`config.mk`:
```
export PLATFORM = sky130hd
export DESIGN_NAME = countdown_timer_with_vectored_irq
export DESIGN_NICKNAME = d
export VERILOG_FILES = /design/src/hdl/cdt_pkg.sv /design/src/hdl/countdown_timer_with_vectored_irq.sv /design/src/hdl/cdt_in_reg.sv /design/src/hdl/cdt_exec.sv
export VERILOG_INCLUDE_DIRS = /design/src /design/src/hdl
export SDC_FILE = /design/constraint.sdc
export NUM_CORES = 1
export LEC_CHECK = 0
export CELL_PAD_IN_SITES_DETAIL_PLACEMENT = 1
export CELL_PAD_IN_SITES_GLOBAL_PLACEMENT = 1
export CORE_UTILIZATION = 40
export CTS_BUF_LIST = sky130_fd_sc_hd__clkbuf_2
export DETAILED_ROUTE_END_ITERATION = 10
export DONT_BUFFER_PORTS = 1
export PLACE_DENSITY = 0.68
export RECOVER_POWER = 50
export SETUP_SLACK_MARGIN = 0.3
export SLEW_MARGIN = 20
export SYNTH_ARGS = -nofsm -noshare
export SYNTH_HDL_FRONTEND = slang
export SYNTH_SLANG_ARGS = --single-unit
export TNS_END_PERCENT = 5
```
`constraint.sdc`:
```
create_clock -name clk -period 8 [get_ports clk]
set_input_delay 0.4 -clock clk [delete_from_list [all_inputs] [get_ports clk]]
set_output_delay 0.4 -clock clk [all_outputs]
set_load 0.005 [all_outputs]
```
`src/hdl/assert_macros.svh`:
```
// assertion macros shared by the timer rtl
// expects clk and rst (synchronous, active high) in the module that uses them
`ifndef ASSERT_MACROS_SVH
`define ASSERT_MACROS_SVH

// same-cycle implication, checked at every rising edge out of reset
`define CDT_ASSERT_NOW(label, ante, cons) \
  label: assert property (@(posedge clk) disable iff (rst) (ante) |-> (cons)) \
    else $error("cdt same-cycle check failed");

// next-cycle implication
`define CDT_ASSERT_NEXT(label, ante, cons) \
  label: assert property (@(posedge clk) disable iff (rst) (ante) |=> (cons)) \
    else $error("cdt next-cycle check failed");

`endif

```
`src/hdl/cdt_pkg.sv`:
```
// shared types and constants for the countdown timer with vectored interrupt
// no dependencies
`timescale 1ns / 1ps

package cdt_pkg;

  localparam int COUNT_BITS     = 24;
  localparam int CFG_INDEX_BITS = 1;
  localparam int CFG_DATA_BITS  = 8;

  typedef enum logic [1:0] {
    CMD_READ  = 2'd0,
    CMD_WRITE = 2'd1,
    CMD_TICK  = 2'd2,
    CMD_ACK   = 2'd3
  } cmd_t;

  typedef enum logic [1:0] {
    ACK_VECTOR   = 2'd0,
    ACK_AUTO     = 2'd1,
    ACK_SPURIOUS = 2'd2
  } ack_t;

  // register map
  localparam logic [3:0] REG_CONTROL   = 4'd0;
  localparam logic [3:0] REG_VECTOR    = 4'd1;
  localparam logic [3:0] REG_SPARE     = 4'd2;
  localparam logic [3:0] REG_PRELOAD_H = 4'd3;
  localparam logic [3:0] REG_PRELOAD_M = 4'd4;
  localparam logic [3:0] REG_PRELOAD_L = 4'd5;
  localparam logic [3:0] REG_COUNT_H   = 4'd6;
  localparam logic [3:0] REG_COUNT_M   = 4'd7;
  localparam logic [3:0] REG_COUNT_L   = 4'd8;
  localparam logic [3:0] REG_STATUS    = 4'd9;

  // configuration register indexes
  localparam logic [CFG_INDEX_BITS-1:0] CFG_TICK_STEP = 1'd0;
  localparam logic [CFG_INDEX_BITS-1:0] CFG_IRQ_LEVEL = 1'd1;

  localparam logic [7:0] TICK_STEP_RESET = 8'd250;
  localparam logic [2:0] IRQ_LEVEL_RESET = 3'd5;

  // control mode field values that raise a request
  localparam logic [2:0] MODE_VECTORED = 3'd5;
  localparam logic [2:0] MODE_AUTO     = 3'd7;

  localparam logic [7:0] CTRL_ENABLE_CLEAR = 8'hfe;
  localparam logic [7:0] STATUS_EXPIRED    = 8'h01;

  typedef struct packed {
    cmd_t       cmd;
    logic [3:0] reg_sel;
    logic [7:0] write_data;
  } item_t;

  typedef struct packed {
    logic [7:0] read_data;
    ack_t       ack_code;
    logic       irq_pending;
    logic [2:0] irq_out_level;
  } result_t;

endpackage

```
`src/hdl/countdown_timer_with_vectored_irq.sv`:
```
// top level of the countdown timer with vectored interrupt: input register,
// core and result register; depends on cdt_pkg, cdt_in_reg, cdt_exec, assert_macros.svh
//
//  channel | direction | handshake            | fields
//  --------+-----------+----------------------+-------------------------------------------
//  in      | input     | in_valid / in_stall  | cmd, reg_sel, write_data
//  out     | output    | out_valid / out_stall| read_data, ack_code, irq_pending, irq_out_level
//  cfg     | input     | cfg_write            | cfg_index, cfg_data
//
// one item per cycle sustained while out_stall is low; the result register is loaded
// as the core runs the item (the core updates its state and the result register together)
// the core is combinational between its registers: one 24-bit subtract and a byte decode
// a stalled result holds the result register; the input register still takes one item
// synchronous reset clears control, interrupt state and both valid flags, no clearing pass
`timescale 1ns / 1ps
`include "assert_macros.svh"

module countdown_timer_with_vectored_irq (
  input  logic                               clk,
  input  logic                               rst,
  input  logic                               cfg_write,
  input  logic [cdt_pkg::CFG_INDEX_BITS-1:0] cfg_index,
  input  logic [cdt_pkg::CFG_DATA_BITS-1:0]  cfg_data,
  input  logic                               in_valid,
  output logic                               in_stall,
  input  logic [1:0]                         cmd,
  input  logic [3:0]                         reg_sel,
  input  logic [7:0]                         write_data,
  output logic                               out_valid,
  input  logic                               out_stall,
  output logic [7:0]                         read_data,
  output logic [1:0]                         ack_code,
  output logic                               irq_pending,
  output logic [2:0]                         irq_out_level
);

  logic             item_valid;
  logic             advance;
  cdt_pkg::item_t   item;
  cdt_pkg::result_t result;

  // the core runs an item when the result register is free or being emptied
  assign advance = item_valid && (!out_valid || !out_stall);

  cdt_in_reg u_in_reg (
    .clk        (clk),
    .rst        (rst),
    .in_valid   (in_valid),
    .in_stall   (in_stall),
    .cmd        (cmd),
    .reg_sel    (reg_sel),
    .write_data (write_data),
    .advance    (advance),
    .item_valid (item_valid),
    .item       (item)
  );

  cdt_exec u_exec (
    .clk       (clk),
    .rst       (rst),
    .cfg_write (cfg_write),
    .cfg_index (cfg_index),
    .cfg_data  (cfg_data),
    .fire      (advance),
    .item      (item),
    .result    (result)
  );

  always_ff @(posedge clk) begin
    if (rst) begin
      out_valid <= 1'b0;
    end else if (advance) begin
      out_valid <= 1'b1;
    end else if (!out_stall) begin
      out_valid <= 1'b0;
    end
    if (advance) begin
      read_data     <= result.read_data;
      ack_code      <= 2'(result.ack_code);
      irq_pending   <= result.irq_pending;
      irq_out_level <= result.irq_out_level;
    end
  end

  `CDT_ASSERT_NOW(a_stall_means_full, in_stall, item_valid && out_valid && out_stall)
  `CDT_ASSERT_NOW(a_level_only_pending, out_valid && !irq_pending, irq_out_level == 3'd0)
  `CDT_ASSERT_NEXT(a_advance_fills_out, advance, out_valid)

endmodule

```
`src/hdl/cdt_in_reg.sv`:
```
// input register of the timer: holds one accepted item until the core takes it
// depends on cdt_pkg
`timescale 1ns / 1ps

module cdt_in_reg (
  input  logic           clk,
  input  logic           rst,
  input  logic           in_valid,
  output logic           in_stall,
  input  logic [1:0]     cmd,
  input  logic [3:0]     reg_sel,
  input  logic [7:0]     write_data,
  input  logic           advance,
  output logic           item_valid,
  output cdt_pkg::item_t item
);

  logic load;

  // the slot frees up in the same cycle the core consumes its item
  assign load     = !item_valid || advance;
  assign in_stall = !load;

  always_ff @(posedge clk) begin
    if (rst) begin
      item_valid <= 1'b0;
    end else if (load) begin
      item_valid <= in_valid;
    end
    if (load && in_valid) begin
      item.cmd        <= cdt_pkg::cmd_t'(cmd);
      item.reg_sel    <= reg_sel;
      item.write_data <= write_data;
    end
  end

endmodule

```
`src/hdl/cdt_exec.sv`:
```
// timer core: register file, counter, interrupt state and result logic
// depends on cdt_pkg and assert_macros.svh
`timescale 1ns / 1ps
`include "assert_macros.svh"

module cdt_exec (
  input  logic                                 clk,
  input  logic                                 rst,
  input  logic                                 cfg_write,
  input  logic [cdt_pkg::CFG_INDEX_BITS-1:0]   cfg_index,
  input  logic [cdt_pkg::CFG_DATA_BITS-1:0]    cfg_data,
  input  logic                                 fire,
  input  cdt_pkg::item_t                       item,
  output cdt_pkg::result_t                     result
);

  localparam int CB = cdt_pkg::COUNT_BITS;

  logic [7:0]    tick_step;
  logic [2:0]    irq_level;

  logic [7:0]    control_byte, control_byte_next;
  logic [7:0]    vector_byte, vector_byte_next;
  logic [7:0]    spare_byte, spare_byte_next;
  logic [CB-1:0] preload_value, preload_value_next;
  logic [CB-1:0] count_value, count_value_next;
  logic [7:0]    status_byte, status_byte_next;
  logic          load_needed, load_needed_next;
  logic          pending_flag, pending_flag_next;

  logic [31:0]   preload_wide, preload_upd, count_wide;
  logic [CB-1:0] step_ext, base, count_sub;
  logic [CB:0]   diff;
  logic [2:0]    mode;
  logic [7:0]    rd;
  cdt_pkg::ack_t code;

  assign preload_wide = 32'(preload_value);
  assign count_wide   = 32'(count_value);
  assign mode         = control_byte[7:5];

  // counter step: first enabled tick after reset or expiry starts from the preload
  assign step_ext  = CB'(tick_step);
  assign base      = load_needed ? preload_value : count_value;
  assign diff      = {1'b0, base} - {1'b0, step_ext};
  assign count_sub = diff[CB] ? '0 : diff[CB-1:0];

  always_comb begin
    control_byte_next  = control_byte;
    vector_byte_next   = vector_byte;
    spare_byte_next    = spare_byte;
    preload_value_next = preload_value;
    count_value_next   = count_value;
    status_byte_next   = status_byte;
    load_needed_next   = load_needed;
    pending_flag_next  = pending_flag;
    preload_upd        = preload_wide;
    rd                 = 8'd0;
    code               = cdt_pkg::ACK_VECTOR;

    case (item.cmd)
      cdt_pkg::CMD_READ: begin
        unique case (item.reg_sel)
          cdt_pkg::REG_CONTROL:   rd = control_byte;
          cdt_pkg::REG_VECTOR:    rd = vector_byte;
          cdt_pkg::REG_SPARE:     rd = spare_byte;
          cdt_pkg::REG_PRELOAD_H: rd = preload_wide[23:16];
          cdt_pkg::REG_PRELOAD_M: rd = preload_wide[15:8];
          cdt_pkg::REG_PRELOAD_L: rd = preload_wide[7:0];
          cdt_pkg::REG_COUNT_H:   rd = count_wide[23:16];
          cdt_pkg::REG_COUNT_M:   rd = count_wide[15:8];
          cdt_pkg::REG_COUNT_L:   rd = count_wide[7:0];
          cdt_pkg::REG_STATUS:    rd = status_byte;
          default:                rd = 8'd0;
        endcase
      end
      cdt_pkg::CMD_WRITE: begin
        unique case (item.reg_sel)
          cdt_pkg::REG_CONTROL:   control_byte_next = item.write_data;
          cdt_pkg::REG_VECTOR:    vector_byte_next  = item.write_data;
          cdt_pkg::REG_SPARE:     spare_byte_next   = item.write_data;
          cdt_pkg::REG_PRELOAD_H: preload_upd[23:16] = item.write_data;
          cdt_pkg::REG_PRELOAD_M: preload_upd[15:8]  = item.write_data;
          cdt_pkg::REG_PRELOAD_L: preload_upd[7:0]   = item.write_data;
          cdt_pkg::REG_STATUS:    status_byte_next  = item.write_data;
          default:                ;
        endcase
        preload_value_next = preload_upd[CB-1:0];
      end
      cdt_pkg::CMD_TICK: begin
        if (control_byte[0]) begin
          load_needed_next = 1'b0;
          count_value_next = count_sub;
          if (count_sub == '0) begin
            load_needed_next  = 1'b1;
            control_byte_next = control_byte & cdt_pkg::CTRL_ENABLE_CLEAR;
            status_byte_next  = status_byte | cdt_pkg::STATUS_EXPIRED;
            if (mode == cdt_pkg::MODE_VECTORED || mode == cdt_pkg::MODE_AUTO) begin
              pending_flag_next = 1'b1;
            end
          end
        end
      end
      default: begin
        // interrupt acknowledge
        code = cdt_pkg::ACK_SPURIOUS;
        if (pending_flag) begin
          if (mode == cdt_pkg::MODE_VECTORED) begin
            pending_flag_next = 1'b0;
            rd                = vector_byte;
            code              = cdt_pkg::ACK_VECTOR;
          end else if (mode == cdt_pkg::MODE_AUTO) begin
            pending_flag_next = 1'b0;
            code              = cdt_pkg::ACK_AUTO;
          end
        end
      end
    endcase

    result.read_data     = rd;
    result.ack_code      = code;
    result.irq_pending   = pending_flag_next;
    result.irq_out_level = pending_flag_next ? irq_level : 3'd0;
  end

  always_ff @(posedge clk) begin
    if (rst) begin
      tick_step     <= cdt_pkg::TICK_STEP_RESET;
      irq_level     <= cdt_pkg::IRQ_LEVEL_RESET;
      control_byte  <= 8'd0;
      vector_byte   <= 8'd0;
      spare_byte    <= 8'd0;
      preload_value <= '0;
      count_value   <= '0;
      status_byte   <= 8'd0;
      load_needed   <= 1'b1;
      pending_flag  <= 1'b0;
    end else begin
      if (cfg_write) begin
        if (cfg_index == cdt_pkg::CFG_TICK_STEP) begin
          tick_step <= cfg_data[7:0];
        end else if (cfg_index == cdt_pkg::CFG_IRQ_LEVEL) begin
          irq_level <= cfg_data[2:0];
        end
      end
      if (fire) begin
        control_byte  <= control_byte_next;
        vector_byte   <= vector_byte_next;
        spare_byte    <= spare_byte_next;
        preload_value <= preload_value_next;
        count_value   <= count_value_next;
        status_byte   <= status_byte_next;
        load_needed   <= load_needed_next;
        pending_flag  <= pending_flag_next;
      end
    end
  end

  `CDT_ASSERT_NEXT(a_disabled_tick_holds, fire && item.cmd == cdt_pkg::CMD_TICK && !control_byte[0], $stable(count_value) && $stable(pending_flag))
  `CDT_ASSERT_NEXT(a_count_only_falls, fire && item.cmd == cdt_pkg::CMD_TICK && !load_needed, count_value <= $past(count_value))
  `CDT_ASSERT_NEXT(a_spurious_keeps_idle, fire && item.cmd == cdt_pkg::CMD_ACK && !pending_flag, !pending_flag)
  `CDT_ASSERT_NOW(a_expiry_reloads, fire && item.cmd == cdt_pkg::CMD_TICK && control_byte[0] && count_sub == '0, load_needed_next && pending_flag_next == (pending_flag || mode == cdt_pkg::MODE_VECTORED || mode == cdt_pkg::MODE_AUTO))

endmodule

```
* Yosys cells after proc, flatten, opt, wreduce, memory -nomap -nowiden
Cells that the tools add are included.
Operators by class: equality and inequality tests 18, reduce and logical (&&, ||, !) cells 29, bitwise operators 3, mux-type cells 27, add/sub/neg operators 1
Operator list (number):
- case mux 8 bit (10 select lines) | 1
- 2-to-1 mux 24 bit | 2
- 2-to-1 mux 8 bit | 6
- case mux 8 bit (2 select lines) | 3
- subtractor 24 x 8 -> 25 bit | 1
- zero test 24 bit | 1
- AND reduction 3 bit | 7
- == test 4 x 3 -> 1 bit (second input constant) | 4
- 2-to-1 mux 1 bit | 11
- == test 4 x 2 -> 1 bit (second input constant) | 2
- == test 4 bit (second input constant) | 2
- AND reduction 4 bit | 2
- == test 3 bit (second input constant) | 2
- 2-to-1 mux 2 bit | 3
- inequality test 2 x 1 -> 1 bit (second input constant) | 3
- AND reduction 5 bit | 1
- OR reduction 5 bit | 1
- == test 4 x 1 -> 1 bit (second input constant) | 1
- zero test 1 bit | 4
- zero test 4 bit | 1
- inequality test 2 bit (second input constant) | 2
- AND reduction 2 bit | 2
- OR reduction 2 bit | 2
- logical OR 1 bit | 3
- other kinds (8) | 11
Storage, ports and cells: logic and storage cells 102, input port bits 28, output and inout port bits 16, flip-flop bits (word level) 123

* Depth between registers and ports, before layout
Gate-level depths: netlist of the first run.
depth in word-level cells 7, gate-level depth with buffers 16, depth with buffers taken out 12

* Cells and area by module
A second synthesis of the first run with hierarchy kept.
Second synthesis, totals: cells, all modules 733, area total of the unflattened synthesis 6543.8 µm²
Modules (own cells, without submodules):
- cdt_exec | area each 5616.6 µm², cells an instance 697, sequential area each 1861.8 µm², instances 1
- cdt_in_reg | area each 470.5 µm², cells an instance 18, sequential area each 440.4 µm², instances 1
- countdown_timer_with_vectored_irq | area each 456.7 µm², cells an instance 18, sequential area each 440.4 µm², instances 1

* Least setup slack after synthesis of the first run
No wires, ideal clock.
kind register to register, start register u_exec.load_needed, end register u_exec.status_byte[0], library setup time 0.091 ns, data arrival time 4.062 ns, cell stages (with the launch flop) 17, path slack 3.847 ns, path buffers 4, period minus slack after synthesis 4.153 ns, cells stage by stage dfxtp_1 > buf_6 > buf_6 > buf_6 > clkbuf_1 > mux2i_1 > ha_1 > fa_1 > nand2b_1 > a211oi_1 > o21ai_1 > xnor2_1 > o221ai_1 > nor4_1 > a31oi_1 > or3_1 > a311oi_1
Between the ends: longest elaborated chain between the ends 6
RTL lines:
- start: declaration | line cdt_exec.sv:28 | logic load_needed, load_needed_next;
- start signal: assignment | line cdt_exec.sv:153 | load_needed <= load_needed_next;
- 2-to-1 mux 24 bit | line cdt_exec.sv:44 | assign base = load_needed ? preload_value : count_value;
- subtractor 24 x 8 -> 25 bit | line cdt_exec.sv:45 | assign diff = {1'b0, base} - {1'b0, step_ext};
- 2-to-1 mux 24 bit | line cdt_exec.sv:46 | assign count_sub = diff[CB] ? '0 : diff[CB-1:0];
- zero test 24 bit | line cdt_exec.sv:94 | if (count_sub == '0) begin
- inequality test 2 x 1 -> 1 bit (no source line)
- AND reduction 5 bit (no source line)
- end signal: assignment | line cdt_exec.sv:152 | status_byte <= status_byte_next;
- end: declaration | line cdt_exec.sv:27 | logic [7:0] status_byte, status_byte_next;
No other way between the ends. A chain may end at the register's enable or synchronous reset.

* Worst setup path after layout of the first run
Same ends and word-level chain as after synthesis.

==> results of run 1 <==
registers in the layout, indices dropped and copies added, names as in the netlist, 2 cells and up:
register / count
u_exec.spare_byte: 8
u_exec.preload_value: 24
u_exec.tick_step: 8
u_exec.irq_level: 3
u_exec.status_byte: 8
read_data: 8
u_exec.control_byte: 8
irq_out_level: 3
u_in_reg.item: 14
u_exec.vector_byte: 8
ack_code: 2
u_exec.count_value: 24
metal layers:
metal | track usage [%] | vias up | part of all wire (%)
met3 | 5.04 | 26 | 4.6
met4 | 7.39 | 0 | 1.6
met5 | 0 | - | 0
met2 | 44.1 | 152 | 48
li1 | - | 2666 | -
met1 | 34.9 | 2843 | 46
critical path, cell delays in order, from the launching register on:
cell and delay, ps:
dfxtp_1 360, buf_4 430, mux2i_1 180, ha_1 260, fa_1 440, nand2b_1 180, a211oi_1 500, o21ai_1 310
xnor2_1 310, o221ai_1 160, nor4_1 260, a31oi_1 260, or3_1 470, a311oi_1 290
cells by family (layout without fill, tap and decap cells):
| family | Yosys count | after routing | synth area share, % |
|---|---|---|---|
| and+or+nand+nor | 287 | 287 | 20.8 |
| xor gates and xnor gates | 20 | 20 | 2.69 |
| DFF | 123 | 123 | 42.0 |
| muxes | 74 | 74 | 11.9 |
| AOI/OAI and AO/OA | 157 | 157 | 16.8 |
| adders and majority gates | 10 | 10 | 2.03 |
| other | 0 | 1 | 0 |
| buffers and inverters | 48 | 79 | 3.68 |
metrics by stage:
| step | setup WS, ps | cell area [µm²] |
|---|---|---|
| final | 3500 | 7180 |
| after global routing | 3170 | 7180 |
| after CTS | 3610 | 7190 |
| after detailed placement | 3680 | 6650 |
| after global placement | 3970 | 6650 |
| after floorplan | 3850 | 6520 |
cell type report:
| type | instances | share of cell area, % |
|---|---|---|
| clock inverter | 14 | 1.90 |
| antenna | 1 | 0.0348 |
| tap | 216 | 3.76 |
| multi-input combinational | 548 | 49.3 |
| timing repair buffer | 37 | 5.05 |
| sequential | 123 | 38.2 |
| clock buffer | 18 | 1.25 |
| inverter | 10 | 0.523 |
worst paths after layout:
kind,start,endpoint,slack (ps),cells after the start
min,rst,u_exec.preload_value[20],70,2
max,u_exec.load_needed,u_exec.status_byte[0],3500,13
max reg2reg,u_exec.load_needed,u_exec.status_byte[0],3500,13
min reg2reg,u_exec.vector_byte[1],u_exec.vector_byte[1],480,2
layout by cell type (no fill, tap or decap), types with 11 or more instances in the layout:
cell type	n
nor2_1	124
dfxtp_1	95
mux2i_1	55
a21oi_1	54
nand2_1	53
dlygate4sd3_1	29
edfxtp_1	28
nand3_1	24
nor3_1	22
mux2_2	18
a22oi_1	18
clkbuf_2	18
a22o_1	13
xor2_1	12
a211o_1	11
power groups by stage:
stage          Sequential (mW)  Clock, mW  Combinational [mW]
2_1_floorplan            0.667          0              0.0558
3_3_place_gp             0.676          0              0.0591
3_5_place_dp             0.676          0              0.0607
4_1_cts                  0.664      0.400              0.0820
5_1_grt                  0.666      0.426              0.0892
6_report                 0.664      0.389              0.0819
==> impl_results.md, run 1 <==
* Clock-pin slew on the worst setup and hold paths at 210 ps
* Initial antenna violation count at 1
* Req. time, crit path at around 8600 ps
* Post-synth EDFFs at 28
* Crit share post-route at between 50% and 60%
* FF+latch count, synth at 123
* Vias at between 5000 and 6000
* Total Power at ~1.1 mW
* Post-CTS setup buffers at 0
* Post-Place Cells at between 900 and 1000
* Post-synth ARST share at 0%
* Total length of routed wires at ~21000 µm
* Die X-Extent at ~130 µm
* Synth Cell Area at 0.00652 mm²
* Filler Cell Count at 1882
* Synth Flop Type: dfxtp_1
* Mapped Avg Cell Area at 9.07 µm²
* CTS resizes at 0
* GR Util All Layers at around a quarter
* Worst-Skew Late Latency at between 700 and 800 ps
* CTS Buffer Depth at 2
* Synthesized instance count at 719
* Ranking of synthesized cells by area: dfxtp_1 29%, edfxtp_1 13%, mux2i_1 8.4%
* Critical path capture point type: flip-flop
* First-pass GRT wire length at between 30000 and 40000 µm
* Gate power share at a little over 7%
* Layout cells sized above 1 at 9.20%
* DRC viols at 0
* Die Ht at around 130 µm
* Leading area contributor after synthesis: dfxtp_1
* CTS tree: built
* Die Area at 0.0168 mm²
* CTS Buf Count at 17
* Pin count of the biggest net entering global routing at 96
* Rows at 46
* Post-synth top cells: 124 x nor2_1, 95 x dfxtp_1, 55 x mux2i_1
* Pleak at a little over 3 nW
* Setup CP Type: reg2reg
* Initial Util at 41.1%
* Max-slew headroom at between 20% and 30%
* Seq pwr share at 58.5%
* HPWL Detailed at 15000 µm
* Hold bufs inserted after CTS at 30
* Net count, final at 775
* DR iter-0 viols at 481
* MaxCap Viol Count at 0
* YS warnings at 0
* RSZ-0062 raised after global routing: false
* Top-area cell type share of the netlist area at between 20% and 30%
* Vias in the first global route at about 5700
* Wire per inst at ~22 µm
* Grt total ovfl at 0
* RD Place Congestion at 0.935
* Status: finished, final reports clean
* Vias/cell at between 5 and 6
* CP Max Fanout at 43
* Max VDD drop at 0.124 mV
* Worst Skew at roughly 21 ps
* Dominant cell by count in the synthesized netlist: nor2_1
* Core ar. at about 0.016 mm²
* Final core occ at 45.2%
* P_sw at around 0.34 mW
* I/O pins at between 40 and 50
* Type of origin of the critical path: flip-flop
* Final cell count without fillers at slightly below 1000
* Final Hold Vio Count at 0
* Internal power at 0.799 mW
* WHS at 69.3 ps
* Worst hold path class: in2reg
* P per Cell Area at ~160 mW/mm²
* Seq/Total Area, Yosys at a little over two fifths
* CTS Sinks at approximately 120
* Crit path DAT at a little over 5000 ps
* H-Tree Depth at 4
* Syn nets at 757
* Minimum clock period at 4500 ps
* Final Max Tran Viols at 0
* DRT Pass-1 Iters at 5
* Measured slew at the worst slew-check pin at 1100 ps
* Multi-input gate area at about 0.0035 mm²
* Clock power frac at 34.3%
* Setup TNS at 0 ps
* Area grow syn2layout at 10.1%
* Register area at between 0.002 and 0.003 mm²
* IO Port Bufs at 0
* CTS Root Cell: clkbuf_2
* Sw Share at approximately 30%
* Antenna viol nets, final at 0
* Highest clock rate at ~0.22 GHz
* Setup Viol. Count Final at 0
* Yosys cell types at around 70
No activity file was read; power rests on OpenSTA's default activity.
==> run 2, diff against run 1 <==
--- a/config.mk
+++ b/config.mk
@@ -6,13 +6,14 @@
 export SDC_FILE = /design/constraint.sdc
 export NUM_CORES = 1
 export LEC_CHECK = 0
+export ABC_AREA = 1
 export CELL_PAD_IN_SITES_DETAIL_PLACEMENT = 1
 export CELL_PAD_IN_SITES_GLOBAL_PLACEMENT = 1
 export CORE_UTILIZATION = 40
 export CTS_BUF_LIST = sky130_fd_sc_hd__clkbuf_2
 export DETAILED_ROUTE_END_ITERATION = 10
 export DONT_BUFFER_PORTS = 1
-export PLACE_DENSITY = 0.68
+export PLACE_DENSITY = 0.71
 export RECOVER_POWER = 50
 export SETUP_SLACK_MARGIN = 0.3
 export SLEW_MARGIN = 20
==> constraint.sdc (replaced) <==
create_clock -name clk -period 4.3 [get_ports clk]
set_input_delay 0.215 -clock clk [delete_from_list [all_inputs] [get_ports clk]]
set_output_delay 0.215 -clock clk [all_outputs]
set_load 0.005 [all_outputs]
==> impl_results.md, run 2 <==
* Max VDD drop at 0.211 mV (was 0.124 mV)
* CTS tree: built (unchanged)
* Vias at 6128 (was 5687)
* RD Place Congestion at 0.898 (was 0.935)
* Critical path capture point type: flip-flop (unchanged)
* P per Cell Area at 311 mW/mm² (was 158 mW/mm²)
* Die Ht at 128 µm (was 130 µm)
* Slowest CP cell: dfxtp_1 (was a211oi_1)
* Final Hold Vio Count at 0 (unchanged)
* Setup CP Type: reg2reg (unchanged)
* RSZ-0062 raised after global routing: false (unchanged)
* Status: finished, final reports clean (unchanged)
* Total length of routed wires at 21700 µm (was 21200 µm)
* Ranking of synthesized cells by area: dfxtp_1 30%, edfxtp_1 13%, nand2_1 12% (was dfxtp_1 29%, edfxtp_1 13%, mux2i_1 8.4%)
* Critical path's most frequent cell: nand2_1
* DR iter-0 viols at 413 (was 481)
* Worst hold path class: in2reg (unchanged)
* Post-synth EDFFs at 28 (unchanged)
* First-pass GRT wire length at 34300 µm (was 32700 µm)
* DRT Pass-1 Iters at 5 (unchanged)
* Setup TNS at 0 ps (unchanged)
* Layout cells sized above 1 at 5.88% (was 9.20%)
* Largest regs: u_exec.count_value x24, u_exec.preload_value x24, u_in_reg.item x14 (unchanged)
* Crit path cell chain: o21ai_0, ha_1, nand2_1, nand2_1, inv_1, nand2_1, a21oi_1, buf_4, nand3_4, nand3_1, nand2_1, nor2_1, nand2_1, nor2_2, nand3_1, nand3_1, nand2_1, nor2_1 (was buf_4, mux2i_1, ha_1, fa_1, nand2b_1, a211oi_1, o21ai_1, xnor2_1, o221ai_1, nor4_1, a31oi_1, or3_1, a311oi_1)
* CTS Root Cell: clkbuf_2 (unchanged)
* CTS Buf Count at 17 (unchanged)
* Worst r2r src: u_exec.load_needed (unchanged)
* Mapped Avg Cell Area at 7.08 µm² (was 9.07 µm²)
* IO Port Bufs at 0 (unchanged)
* CP Max Fanout at 27 (was 43)
* Final Max Tran Viols at 0 (unchanged)
* CP peak stage delay at 640 ps (was 500 ps)
* Initial antenna violation count at 1 (unchanged)
* Reg2Reg Depth at 18 (was 13)
* Pleak at 3.13 nW (was 3.07 nW)
* FF+latch count, synth at 123 (unchanged)
* Highest clock rate at 0.299 GHz (was 0.222 GHz)
* I/O pins at 44 (unchanged)
* Crit path DAT at 4020 ps (was 5120 ps)
* Die Area at 0.0164 mm² (was 0.0168 mm²)
* Net count, final at 978 (was 775)
* DRC viols at 0 (unchanged)
* Leading area contributor after synthesis: dfxtp_1 (unchanged)
* Filler Cell Count at 2002 (was 1882)
* Dominant cell by count in the synthesized netlist: nand2_1 (was nor2_1)
* H-Tree Depth at 4 (unchanged)
* Measured slew at the worst slew-check pin at 959 ps (was 1100 ps)
* Post-CTS setup buffers at 0 (unchanged)
* GR Util All Layers at 28.0% (was 26.4%)
* Post-synth top cells: 203 x nand2_1, 115 x inv_1, 111 x o21ai_0 (was 124 x nor2_1, 95 x dfxtp_1, 55 x mux2i_1)
* HPWL Detailed at 16000 µm (was 15000 µm)
* Grt total ovfl at 0 (unchanged)
* Initial Util at 41.4% (was 41.1%)
* Antenna viol nets, final at 0 (unchanged)
* Most frequent cells in the layout: 203 x nand2_1, 115 x inv_1, 111 x o21ai_0 (was 124 x nor2_1, 95 x dfxtp_1, 55 x mux2i_1)
* Pin count of the biggest net entering global routing at 65 (was 96)
* Max-slew headroom at 36.1% (was 27.0%)
* Minimum clock period at 3340 ps (was 4500 ps)
* CTS Buffer Depth at 2 (unchanged)
* Crit share post-route at 77.7% (was 56.3%)
* Post-synth ARST share at 0% (unchanged)
* Yosys cell types at 35 (was 69)
* Worst Skew at 37.2 ps (was 20.7 ps)
* Wire per inst at 18.6 µm (was 21.9 µm)
* Top-area cell type share of the netlist area at 30.0% (was 29.2%)
* Hold Path Cell Cnt at 1 (was 2)
* WHS at 78.6 ps (was 69.3 ps)
* Setup Viol. Count Final at 0 (unchanged)
* MaxCap Viol Count at 0 (unchanged)
* CTS Sinks at 123 (unchanged)
* Type of origin of the critical path: flip-flop (unchanged)
* Reg-to-reg setup timing slack at 960 ps (was 3500 ps)
* Core ar. at 0.0153 mm² (was 0.0159 mm²)
* Syn nets at 933 (was 757)
* Synthesized instance count at 895 (was 719)
* Req. time, crit path at 4980 ps (was 8620 ps)
* Rows at 45 (was 46)
* Clock-pin slew on the worst setup and hold paths at 210 ps (about the same)
* YS warnings at 0 (unchanged)
* Hold_sp: cmd[0] (was rst)
* Reg-to-reg endpoint: u_exec.status_byte[0] (unchanged)
* Seq/Total Area, Yosys at 43.3% (was 42.0%)
* Final core occ at 47.3% (was 45.2%)
* Area grow syn2layout at 14.3% (was 10.1%)
* Hold EP: u_in_reg.item[12] (was u_exec.preload_value[20])
* Worst-Skew Late Latency at 760 ps (was 710 ps)
* Synth Cell Area at 0.00634 mm² (was 0.00652 mm²)
* Die X-Extent at 128 µm (was 130 µm)
* Synth Flop Type: dfxtp_1 (unchanged)
* Vias in the first global route at 6302 (was 5685)
* Vias/cell at 5.26 (was 5.88)
* Commonest non-fill, non-tap cell in the layout: nand2_1 (was nor2_1)
-- run 2: layout make-up --
cell class	instances	area, µm²	area share [%]
Multi-Input combinational cell	624	3000	41.5
Sequential cell	123	2740	37.8
Timing Repair Buffer	55	523	7.22
Inverter	119	449	6.20
Tap cell	211	264	3.64
Clock inverter	14	171	2.37
Clock buffer	18	90.1	1.24
Antenna cell	1	2.50	0.0345
-- run 2: power by group --
| part | leakage, nW | switching, mW | internal [mW] | total, mW |
|---|---|---|---|---|
| Clock | 0.152 | 0.490 | 0.330 | 0.820 |
| Sequential | 1.04 | 0.0132 | 1.21 | 1.22 |
| Combinational | 1.94 | 0.141 | 0.0737 | 0.215 |
-- run 2: timing repair --
action / 4_1_cts / 5_1_grt
hold buffers: 47 / 0
endpoints found under the hold margin: 47 / 0
gates resized for setup: 0 / 0
-- run 2: worst max-delay path, delay by kind of cell, from the launching register on --
family / cells / cell delay (ps)
AO/OA/AOI/OAI: 2 / 400
AND/OR/NAND/NOR: 13 / 1570
flip-flops: 1 / 640
buffers and inverters: 2 / 260
adder cells (fa/ha/maj): 1 / 420
-- run 2: kinds of logic after synthesis --
logic type / after synthesis / share of synthesized area, %
AOI/OAI and AO/OA: 228 / 19.5
xor gates and xnor gates: 5 / 0.691
adders and majority gates: 10 / 2.09
buffers and inverters: 148 / 9.39
DFF: 123 / 43.3
and+or+nand+nor: 381 / 25.0
-- run 2: per-stage QoR --
stage	worst slack, ps	total power [mW]	area [µm²]	std cells
global placement	1120	1.42	6520	1085
floorplan	1140	1.37	6340	895
CTS	873	2.27	7250	1164
finish	960	2.26	7250	1165
detailed placement	906	1.42	6520	1085
global route	573	2.34	7250	1165
-- run 2: how the worst max path moves through the flow --
stage,cells past startpoint,from,end
floorplan,21,u_exec.load_needed,irq_out_level[0]
global placement,17,u_exec.load_needed,irq_out_level[2]
detailed placement,17,u_exec.load_needed,irq_out_level[2]
CTS,17,u_exec.load_needed,irq_out_level[2]
global route,18,u_exec.load_needed,u_exec.status_byte[0]
finish,18,u_exec.load_needed,u_exec.status_byte[0]
-- run 2: per-layer routing --
layer,up-vias,part of all wire (%),GRT usage [%]
li1,3056,-,-
met1,2913,47,35.8
met2,116,47,46.9
met3,43,3.0,4.59
met4,0,3.3,11.9
met5,-,0,0
